$ cat config.mk
export PLATFORM = sky130hd
export DESIGN_NAME = airflow_frame_to_velocity
export DESIGN_NICKNAME = d
export VERILOG_FILES = /design/src/hw/rtl/afv_pkg.sv /design/src/hw/rtl/afv_locate.sv /design/src/hw/rtl/afv_interp.sv /design/src/hw/rtl/airflow_frame_to_velocity.sv
export SDC_FILE = /design/constraint.sdc
export NUM_CORES = 2
export LEC_CHECK = 0
export BUFFER_PORTS_ARGS = -buffer_cell sky130_fd_sc_hd__buf_2
export CORE_MARGIN = 5
export CORE_UTILIZATION = 28
export CTS_CLUSTER_DIAMETER = 40
export DETAILED_ROUTE_END_ITERATION = 7
export PLACE_DENSITY = 0.41
export SLEW_MARGIN = 10
export SYNTH_ARGS = -nofsm -noshare
export SYNTH_HDL_FRONTEND = slang
export SYNTH_SLANG_ARGS = --single-unit
$ cat constraint.sdc
create_clock -name clk_i -period 6.2 [get_ports clk_i]
set_clock_uncertainty 0.05 [all_clocks]
set_input_delay 1.24 -clock clk_i [delete_from_list [all_inputs] [get_ports clk_i]]
set_output_delay 1.24 -clock clk_i [all_outputs]
set_load 0.02 [all_outputs]
$ cat src/hw/rtl/afv_pkg.sv
// Package for the airflow frame to velocity block: status codes, field widths,
// calibration tables and the structs passed between pipeline sections.
// No dependencies.
package afv_pkg;

  localparam int unsigned RawW     = 12;
  localparam int unsigned VelW     = 14;
  localparam int unsigned StatusW  = 2;
  localparam int unsigned DvW      = 11;  // largest velocity step is 2000
  localparam int unsigned DxW      = 10;  // offset never exceeds the widest span (794)
  localparam int unsigned SpanW    = 10;
  localparam int unsigned RecipW   = 15;
  localparam int unsigned ProdW    = 21;
  localparam int unsigned QuotW    = 11;
  localparam int unsigned RemW     = 11;  // remainder stays below twice the span
  localparam int unsigned RecipSh  = 21;
  localparam int unsigned LvlW     = 4;
  localparam int unsigned TblPts   = 13;
  localparam int unsigned TblSegs  = 12;
  localparam int unsigned Model0Segs = 8;
  localparam int unsigned Model1Segs = 12;

  localparam logic [StatusW-1:0] StatusOk       = 2'd0;
  localparam logic [StatusW-1:0] StatusChecksum = 2'd1;
  localparam logic [StatusW-1:0] StatusRange    = 2'd2;

  localparam logic [VelW-1:0] VelMax = 14'd15000;

  // Breakpoints (raw reading) per model.
  localparam logic [RawW-1:0] AdcTbl [2][TblPts] = '{
    '{12'd409, 12'd915, 12'd1522, 12'd2066, 12'd2523, 12'd2908, 12'd3256,
      12'd3572, 12'd3686, 12'd3686, 12'd3686, 12'd3686, 12'd3686},
    '{12'd409, 12'd1203, 12'd1597, 12'd1908, 12'd2187, 12'd2400, 12'd2629,
      12'd2801, 12'd3006, 12'd3178, 12'd3309, 12'd3563, 12'd3686}
  };

  // Velocity in mm/s at each breakpoint.
  localparam logic [VelW-1:0] VelTbl [2][TblPts] = '{
    '{14'd0, 14'd1070, 14'd2010, 14'd3000, 14'd3970, 14'd4960, 14'd5980,
      14'd6990, 14'd7230, 14'd7230, 14'd7230, 14'd7230, 14'd7230},
    '{14'd0, 14'd2000, 14'd3000, 14'd4000, 14'd5000, 14'd6000, 14'd7000,
      14'd8000, 14'd9000, 14'd10000, 14'd11000, 14'd13000, 14'd15000}
  };

  // floor(2^21 / span) for each segment; zero where the span is zero.
  localparam logic [RecipW-1:0] RecipTbl [2][TblSegs] = '{
    '{15'd4144, 15'd3454, 15'd3855, 15'd4588, 15'd5447, 15'd6026, 15'd6636,
      15'd18396, 15'd0, 15'd0, 15'd0, 15'd0},
    '{15'd2641, 15'd5322, 15'd6743, 15'd7516, 15'd9845, 15'd9157, 15'd12192,
      15'd10230, 15'd12192, 15'd16008, 15'd8256, 15'd17050}
  };

  typedef struct packed {
    logic [StatusW-1:0] status;
    logic [RawW-1:0]    raw;
    logic [VelW-1:0]    base;
    logic [DvW-1:0]     dv;
    logic [DxW-1:0]     dx;
    logic [SpanW-1:0]   span;
    logic [RecipW-1:0]  recip;
  } seg_t;

  typedef struct packed {
    logic [VelW-1:0]    velocity;
    logic [StatusW-1:0] status;
    logic [RawW-1:0]    raw;
  } result_t;

endpackage

$ cat src/hw/rtl/afv_locate.sv
// Front section: checksum, breakpoint compares and segment table fetch (two stages).
// Depends on afv_pkg.
module afv_locate #(
  parameter int unsigned MAX_SEGMENTS = 12
) (
  input  logic                       clk_i,
  input  logic                       rst_ni,
  input  logic                       model_i,
  input  logic                       valid_i,
  output logic                       stall_o,
  input  logic [7:0]                 check_byte_i,
  input  logic [7:0]                 raw_high_i,
  input  logic [7:0]                 raw_low_i,
  input  logic [7:0]                 spare_high_i,
  input  logic [7:0]                 spare_low_i,
  output logic                       valid_o,
  input  logic                       stall_i,
  output afv_pkg::seg_t              seg_o
);

  localparam int unsigned CmpCnt =
      (MAX_SEGMENTS > afv_pkg::TblSegs) ? afv_pkg::TblSegs : MAX_SEGMENTS;
  localparam logic [afv_pkg::LvlW-1:0] NsegM0 =
      afv_pkg::LvlW'((afv_pkg::Model0Segs > CmpCnt) ? CmpCnt : afv_pkg::Model0Segs);
  localparam logic [afv_pkg::LvlW-1:0] NsegM1 =
      afv_pkg::LvlW'((afv_pkg::Model1Segs > CmpCnt) ? CmpCnt : afv_pkg::Model1Segs);

  // Stage 1 registers
  logic                          s1_v_q;
  logic [afv_pkg::StatusW-1:0]   s1_status_q, s1_status_d;
  logic [afv_pkg::RawW-1:0]      s1_raw_q, s1_raw_d;
  logic [CmpCnt-1:0]             s1_gt_q, s1_gt_d;
  logic                          s1_model_q;

  // Stage 2 registers
  logic                          s2_v_q;
  afv_pkg::seg_t                 s2_q, s2_d;

  logic rdy1, rdy2;

  assign rdy2    = !s2_v_q || !stall_i;
  assign rdy1    = !s1_v_q || rdy2;
  assign stall_o = !rdy1;
  assign valid_o = s2_v_q;
  assign seg_o   = s2_q;

  // Stage 1: checksum, range test and one compare per segment's lower breakpoint.
  always_comb begin
    logic [7:0]                 sum;
    logic [afv_pkg::LvlW-1:0]   nseg;
    logic                       out_of_range;
    sum = check_byte_i + raw_high_i + raw_low_i + spare_high_i + spare_low_i;
    s1_raw_d = {raw_high_i[3:0], raw_low_i};
    nseg = model_i ? NsegM1 : NsegM0;
    for (int k = 0; k < CmpCnt; k++) begin
      s1_gt_d[k] = (s1_raw_d > afv_pkg::AdcTbl[model_i][k]) &&
                   (afv_pkg::LvlW'(k) < nseg);
    end
    out_of_range = (s1_raw_d < afv_pkg::AdcTbl[model_i][0]) ||
                   (s1_raw_d > afv_pkg::AdcTbl[model_i][nseg]);
    if (sum != 8'd0) begin
      s1_status_d = afv_pkg::StatusChecksum;
    end else if (out_of_range) begin
      s1_status_d = afv_pkg::StatusRange;
    end else begin
      s1_status_d = afv_pkg::StatusOk;
    end
  end

  // Stage 2: pick the last breakpoint below the reading and fetch its segment.
  always_comb begin
    logic [afv_pkg::LvlW-1:0]   lvl;
    logic [afv_pkg::LvlW-1:0]   lvl_nx;
    logic [afv_pkg::RawW-1:0]   adc_lo, adc_hi, span_w, dx_w;
    logic [afv_pkg::VelW-1:0]   vel_lo, vel_hi, dv_w;
    lvl = '0;
    for (int k = 0; k < CmpCnt; k++) begin
      if (s1_gt_q[k]) begin
        lvl = afv_pkg::LvlW'(k);
      end
    end
    lvl_nx = lvl + afv_pkg::LvlW'(1);
    adc_lo = afv_pkg::AdcTbl[s1_model_q][lvl];
    adc_hi = afv_pkg::AdcTbl[s1_model_q][lvl_nx];
    vel_lo = afv_pkg::VelTbl[s1_model_q][lvl];
    vel_hi = afv_pkg::VelTbl[s1_model_q][lvl_nx];
    span_w = adc_hi - adc_lo;
    dx_w   = s1_raw_q - adc_lo;
    dv_w   = vel_hi - vel_lo;
    s2_d.status = s1_status_q;
    s2_d.raw    = s1_raw_q;
    s2_d.dv     = dv_w[afv_pkg::DvW-1:0];
    s2_d.span   = span_w[afv_pkg::SpanW-1:0];
    s2_d.recip  = afv_pkg::RecipTbl[s1_model_q][lvl];
    // An errored item carries zero base and offset, so it comes out as zero.
    if (s1_status_q == afv_pkg::StatusOk) begin
      s2_d.base = vel_lo;
      s2_d.dx   = dx_w[afv_pkg::DxW-1:0];
    end else begin
      s2_d.base = '0;
      s2_d.dx   = '0;
    end
  end

  always_ff @(posedge clk_i or negedge rst_ni) begin
    if (!rst_ni) begin
      s1_v_q <= 1'b0;
      s2_v_q <= 1'b0;
    end else begin
      if (rdy1) begin
        s1_v_q <= valid_i;
      end
      if (rdy2) begin
        s2_v_q <= s1_v_q;
      end
    end
  end

  always_ff @(posedge clk_i) begin
    if (rdy1 && valid_i) begin
      s1_status_q <= s1_status_d;
      s1_raw_q    <= s1_raw_d;
      s1_gt_q     <= s1_gt_d;
      s1_model_q  <= model_i;
    end
    if (rdy2 && s1_v_q) begin
      s2_q <= s2_d;
    end
  end

endmodule

$ cat src/hw/rtl/afv_interp.sv
// Interpolation section: offset multiply, reciprocal divide with one correction
// step and final add (four stages). Depends on afv_pkg.
module afv_interp (
  input  logic               clk_i,
  input  logic               rst_ni,
  input  logic               valid_i,
  output logic               stall_o,
  input  afv_pkg::seg_t      seg_i,
  output logic               valid_o,
  input  logic               stall_i,
  output afv_pkg::result_t   result_o
);

  localparam int unsigned FullW = afv_pkg::ProdW + afv_pkg::RecipW;

  // Stage 3: product of velocity step and offset.
  logic                          s3_v_q;
  logic [afv_pkg::ProdW-1:0]     s3_prod_q;
  logic [afv_pkg::VelW-1:0]      s3_base_q;
  logic [afv_pkg::SpanW-1:0]     s3_span_q;
  logic [afv_pkg::RecipW-1:0]    s3_recip_q;
  logic [afv_pkg::StatusW-1:0]   s3_status_q;
  logic [afv_pkg::RawW-1:0]      s3_raw_q;

  // Stage 4: quotient estimate, at most one below the true quotient.
  logic                          s4_v_q;
  logic [afv_pkg::QuotW-1:0]     s4_quot_q;
  logic [afv_pkg::ProdW-1:0]     s4_prod_q;
  logic [afv_pkg::VelW-1:0]      s4_base_q;
  logic [afv_pkg::SpanW-1:0]     s4_span_q;
  logic [afv_pkg::StatusW-1:0]   s4_status_q;
  logic [afv_pkg::RawW-1:0]      s4_raw_q;

  // Stage 5: remainder of the estimate.
  logic                          s5_v_q;
  logic [afv_pkg::QuotW-1:0]     s5_quot_q;
  logic [afv_pkg::RemW-1:0]      s5_rem_q;
  logic [afv_pkg::VelW-1:0]      s5_base_q;
  logic [afv_pkg::SpanW-1:0]     s5_span_q;
  logic [afv_pkg::StatusW-1:0]   s5_status_q;
  logic [afv_pkg::RawW-1:0]      s5_raw_q;

  // Stage 6: output register.
  logic                          s6_v_q;
  afv_pkg::result_t              s6_q, s6_d;

  logic                          rdy3, rdy4, rdy5, rdy6;
  logic [afv_pkg::ProdW-1:0]     prod_d;
  logic [FullW-1:0]              full_w;
  logic [afv_pkg::ProdW-1:0]     qspan_w;
  logic [afv_pkg::ProdW-1:0]     rem_w;

  assign rdy6    = !s6_v_q || !stall_i;
  assign rdy5    = !s5_v_q || rdy6;
  assign rdy4    = !s4_v_q || rdy5;
  assign rdy3    = !s3_v_q || rdy4;
  assign stall_o = !rdy3;
  assign valid_o = s6_v_q;
  assign result_o = s6_q;

  assign prod_d  = afv_pkg::ProdW'(seg_i.dv) * afv_pkg::ProdW'(seg_i.dx);
  assign full_w  = FullW'(s3_prod_q) * FullW'(s3_recip_q);
  assign qspan_w = afv_pkg::ProdW'(s4_quot_q) * afv_pkg::ProdW'(s4_span_q);
  assign rem_w   = s4_prod_q - qspan_w;

  always_comb begin
    logic inc;
    inc = (s5_span_q != '0) && (s5_rem_q >= afv_pkg::RemW'(s5_span_q));
    s6_d.velocity = s5_base_q + afv_pkg::VelW'(s5_quot_q) + afv_pkg::VelW'(inc);
    s6_d.status   = s5_status_q;
    s6_d.raw      = s5_raw_q;
  end

  always_ff @(posedge clk_i or negedge rst_ni) begin
    if (!rst_ni) begin
      s3_v_q <= 1'b0;
      s4_v_q <= 1'b0;
      s5_v_q <= 1'b0;
      s6_v_q <= 1'b0;
    end else begin
      if (rdy3) begin
        s3_v_q <= valid_i;
      end
      if (rdy4) begin
        s4_v_q <= s3_v_q;
      end
      if (rdy5) begin
        s5_v_q <= s4_v_q;
      end
      if (rdy6) begin
        s6_v_q <= s5_v_q;
      end
    end
  end

  always_ff @(posedge clk_i) begin
    if (rdy3 && valid_i) begin
      s3_prod_q   <= prod_d;
      s3_base_q   <= seg_i.base;
      s3_span_q   <= seg_i.span;
      s3_recip_q  <= seg_i.recip;
      s3_status_q <= seg_i.status;
      s3_raw_q    <= seg_i.raw;
    end
    if (rdy4 && s3_v_q) begin
      s4_quot_q   <= full_w[afv_pkg::RecipSh +: afv_pkg::QuotW];
      s4_prod_q   <= s3_prod_q;
      s4_base_q   <= s3_base_q;
      s4_span_q   <= s3_span_q;
      s4_status_q <= s3_status_q;
      s4_raw_q    <= s3_raw_q;
    end
    if (rdy5 && s4_v_q) begin
      s5_quot_q   <= s4_quot_q;
      s5_rem_q    <= rem_w[afv_pkg::RemW-1:0];
      s5_base_q   <= s4_base_q;
      s5_span_q   <= s4_span_q;
      s5_status_q <= s4_status_q;
      s5_raw_q    <= s4_raw_q;
    end
    if (rdy6 && s5_v_q) begin
      s6_q <= s6_d;
    end
  end

endmodule

$ cat src/hw/rtl/airflow_frame_to_velocity.sv
// Airflow frame to velocity: sensor frame checksum, calibration lookup and
// linear interpolation. Uses afv_pkg, afv_locate and afv_interp.
// Throughput is one item per cycle; the six-stage pipeline only holds when the
// output register is stalled and every stage is full.
// Reset clears all stage valid bits and sets the device model to 0.
module airflow_frame_to_velocity #(
  parameter int unsigned MAX_SEGMENTS = 12
) (
  input  logic                         clk_i,
  input  logic                         rst_ni,
  input  logic                         cfg_we_i,
  input  logic                         cfg_wdata_i,
  input  logic                         valid_i,
  output logic                         stall_o,
  input  logic [7:0]                   check_byte_i,
  input  logic [7:0]                   raw_high_i,
  input  logic [7:0]                   raw_low_i,
  input  logic [7:0]                   spare_high_i,
  input  logic [7:0]                   spare_low_i,
  output logic                         valid_o,
  input  logic                         stall_i,
  output logic [afv_pkg::VelW-1:0]     velocity_mm_s_o,
  output logic [afv_pkg::StatusW-1:0]  status_o,
  output logic [afv_pkg::RawW-1:0]     raw_reading_o
);

  logic              device_model_q;
  logic              mid_valid;
  logic              mid_stall;
  afv_pkg::seg_t     mid_seg;
  afv_pkg::result_t  result;

  always_ff @(posedge clk_i or negedge rst_ni) begin
    if (!rst_ni) begin
      device_model_q <= 1'b0;
    end else if (cfg_we_i) begin
      device_model_q <= cfg_wdata_i;
    end
  end

  afv_locate #(
    .MAX_SEGMENTS (MAX_SEGMENTS)
  ) u_locate (
    .clk_i        (clk_i),
    .rst_ni       (rst_ni),
    .model_i      (device_model_q),
    .valid_i      (valid_i),
    .stall_o      (stall_o),
    .check_byte_i (check_byte_i),
    .raw_high_i   (raw_high_i),
    .raw_low_i    (raw_low_i),
    .spare_high_i (spare_high_i),
    .spare_low_i  (spare_low_i),
    .valid_o      (mid_valid),
    .stall_i      (mid_stall),
    .seg_o        (mid_seg)
  );

  afv_interp u_interp (
    .clk_i    (clk_i),
    .rst_ni   (rst_ni),
    .valid_i  (mid_valid),
    .stall_o  (mid_stall),
    .seg_i    (mid_seg),
    .valid_o  (valid_o),
    .stall_i  (stall_i),
    .result_o (result)
  );

  assign velocity_mm_s_o = result.velocity;
  assign status_o        = result.status;
  assign raw_reading_o   = result.raw;

  // An errored item always reports zero velocity.
  a_err_zero: assert property (@(posedge clk_i) disable iff (!rst_ni)
    (valid_o && (status_o != afv_pkg::StatusOk)) |-> (velocity_mm_s_o == '0))
    else $error("errored item with nonzero velocity");

  // A valid item never exceeds the top of the larger table.
  a_vel_max: assert property (@(posedge clk_i) disable iff (!rst_ni)
    (valid_o && (status_o == afv_pkg::StatusOk)) |-> (velocity_mm_s_o <= afv_pkg::VelMax))
    else $error("velocity above calibration range");

  // The input side only stalls when the output holds a result that is not taken.
  a_stall_cause: assert property (@(posedge clk_i) disable iff (!rst_ni)
    stall_o |-> (valid_o && stall_i))
    else $error("input stalled while the output can move");

endmodule

==> out/metrics.cfg <==
[outcome]
status=finished, violations left
violations=negative setup slack

[routing]
wl_per_cell_um=17.8
final_antenna_net_count=0
via_per_inst=4.55
routed_wl_um=79400
vias=20352
dr.pass1.iters=5
drt-initial-drc-count=1142
drc_errors=0

[worst_setup_path]
end_kind=flip-flop
cp_slowest_cell=fa_1
crit_required_ps=6480
path_max_fanout=6
slowest_delay_ps=540
crit_type=flip-flop to flip-flop
r2r_setup_slack_ps=-0.5
path_common_cell=fa_1
arrival_ps=6480
path_cells=buf_6 > and2_1 > fa_1 > inv_1 > fa_1 > inv_1 > fa_1 > fa_1 > fa_1 > inv_1 > fa_1 > inv_1 > ha_4 > a211oi_2 > o211ai_1 > a221oi_2 > and4_4 > nor3_4 > a211o_1 > buf_4 > xor2_1
critPathLaunchType=flip-flop

[timing]
max_freq_mhz=161
post-route-period-util_pct=100
period_needed_ps=6200
setup_viol=1
timing.final.max_slew_violations=0
relSlewSlack_pct=25.5
setup_ws_ps=-0.465
tightest_slew_ps=1120
rsz0062_at_grt=true
hold_viol_final=0
holdWs_ps=361

[finish]
multi_input_area_sq_mm=0.0184
drive_gt1_share_pct=14.0
area.sequential_sq_mm=0.00963
syn2layout_area_growth_pct=19.4
nNetsFinal=3686
fillers=10721

[clock_tree]
cts_sinks=322
clock-root-buffer=clkbuf_16
numCtsBuffers=68
clk_pin_slew_ps=50
clk_latency_ps=610
cts_tree=built
htree_levels=3
ctsLongestPathBuffers=3

[place]
numPortBuffers=75
hpwl_um=63100
gp_congestion=0.896

[logic_synthesis]
yosysSeqAreaShare_pct=32.3
yosysWarningCount=0
synth_edf_count=315
async_flop_share_pct=2.17
netlist-cell-type-count=83
synthCells=2819
synth_top_area_share_pct=31.8
synth_seq_cells=322
syn_area_sq_mm=0.0298
avgSynthCellArea_sq_um=10.6
synthTopCellsByCount=inv_1, fa_1, edfxtp_1
synth_flop_cell=edfxtp_1
yosysMostFrequentCell=inv_1
synth_area_leader_cell=edfxtp_1
ys_top_cells_by_area=edfxtp_1, fa_1, ha_1

[floorplanning]
die_y_um=336
initial_utilization_pct=28.3
io_pins=76
design.die.area_sq_mm=0.113
coreArea_sq_mm=0.105
die_x_um=336
rows=119

[grt]
grt_start_max_net_pins=60
antenna_found_initial=0
grt_pass1_vias=22350
grt_usage_pct=14.3
grt.overflow.total=0
grt_pass1_wl_um=127000

[min_path]
holdCritPathClass=flip-flop to flip-flop

[run]
drv_cap=0

-- metal layers --
metal | vias up | share of wire [%] | GRT usage (%)
li1 | 9587 | - | -
met1 | 10133 | 45 | 19.0
met2 | 488 | 48 | 24.3
met3 | 144 | 4.0 | 2.24
met4 | 0 | 2.7 | 4.00
met5 | - | 0 | 0
-- worst paths after layout --
| kind | from | endpoint | depth (start not counted) |
|---|---|---|---|
| worst max register to register | u_interp.s3_prod_q[10] | u_interp.s4_quot_q[8] | 21 |
| min in group asynchronous | rst_ni | u_interp.s4_v_q | 1 |
| worst min-delay path | u_interp.s3_base_q[4] | u_interp.s4_base_q[4] | 0 |
| max in group asynchronous | rst_ni | u_locate.valid_o | 1 |
| worst max-delay path | u_interp.s3_prod_q[10] | u_interp.s4_quot_q[8] | 21 |
| worst min register to register | u_interp.s3_base_q[4] | u_interp.s4_base_q[4] | 0 |
-- cells by family after synthesis --
| family | count (synthesis) | synth area share (%) |
|---|---|---|
| and+or+nand+nor | 820 | 13.7 |
| adders and majority gates | 618 | 35.2 |
| buffers and inverters | 576 | 7.30 |
| AOI/OAI and AO/OA | 367 | 7.90 |
| DFF | 322 | 32.3 |
| xor gates and xnor gates | 111 | 3.40 |
| muxes | 3 | 0.143 |
| other | 2 | 0.0252 |
-- worst max-delay path: cells and delay by family (launching register included) --
kind / cells / cell delay, ps
AOI/OAI and AO/OA: 4 / 980
and+or+nand+nor: 3 / 490
adders and majority gates: 7 / 3200
buffers and inverters: 6 / 570
DFF: 1 / 500
xor gates and xnor gates: 1 / 140
-- sequential cells by signal (all words and copies together) (netlist names), 13 cells and up --
signal / count
u_locate.seg_o: 72
u_interp.s4_base_q: 13
u_interp.s3_base_q: 13
u_interp.s3_prod_q: 20
u_interp.s5_base_q: 13
u_interp.result_o: 28
u_interp.s3_recip_q: 15
-- cell type report --
type | instances | area share, %
multi-input combinational | 1936 | 51.6
sequential | 322 | 27.1
timing repair buffer | 237 | 4.98
tap | 1391 | 4.89
clock buffer | 77 | 4.88
inverter | 457 | 4.82
clock inverter | 48 | 1.70
antenna | 2 | 0.0141
-- metrics by stage --
| stage | worst slack (ps) | std cells | TNS, ps | utilization (%) | instance area (sq um) |
|---|---|---|---|---|---|
| floorplan | 106 | 2834 | 0 | - | 29800 |
| global placement | -452 | 4325 | -2780 | 31.0 | 32700 |
| detailed placement | -473 | 4325 | -2860 | 31.0 | 32700 |
| CTS | -13.1 | 4463 | -13.1 | 33.5 | 35300 |
| global route | -240 | 4468 | -1130 | 33.7 | 35600 |
| finish | -0.465 | 4470 | -0.465 | 33.7 | 35600 |
-- cell usage in the layout, fill, tap and decap left out, types with 31 or more instances in the layout --
cell | Yosys | final
fa_1 | 367 | 365
xnor2_1 | 77 | 76
clkbuf_16 | 0 | 68
o21ai_0 | 76 | 74
buf_2 | 4 | 75
and2_1 | 243 | 229
nor2_1 | 116 | 116
edfxtp_1 | 315 | 315
xor2_1 | 31 | 31
ha_1 | 251 | 237
nand2_1 | 314 | 313
a21oi_1 | 109 | 106
buf_4 | 2 | 135
inv_1 | 455 | 439
-- what timing repair did --
action                     4_1_cts  5_1_grt
hold buffers                     0        0
buffers inserted                15        7
setup endpoints to repair        8        9
pin swaps                       16       50
gates resized for setup         42       48
Power is not shown: default switching activity piles up to over one toggle a cycle in this logic, so the estimate is an artifact.
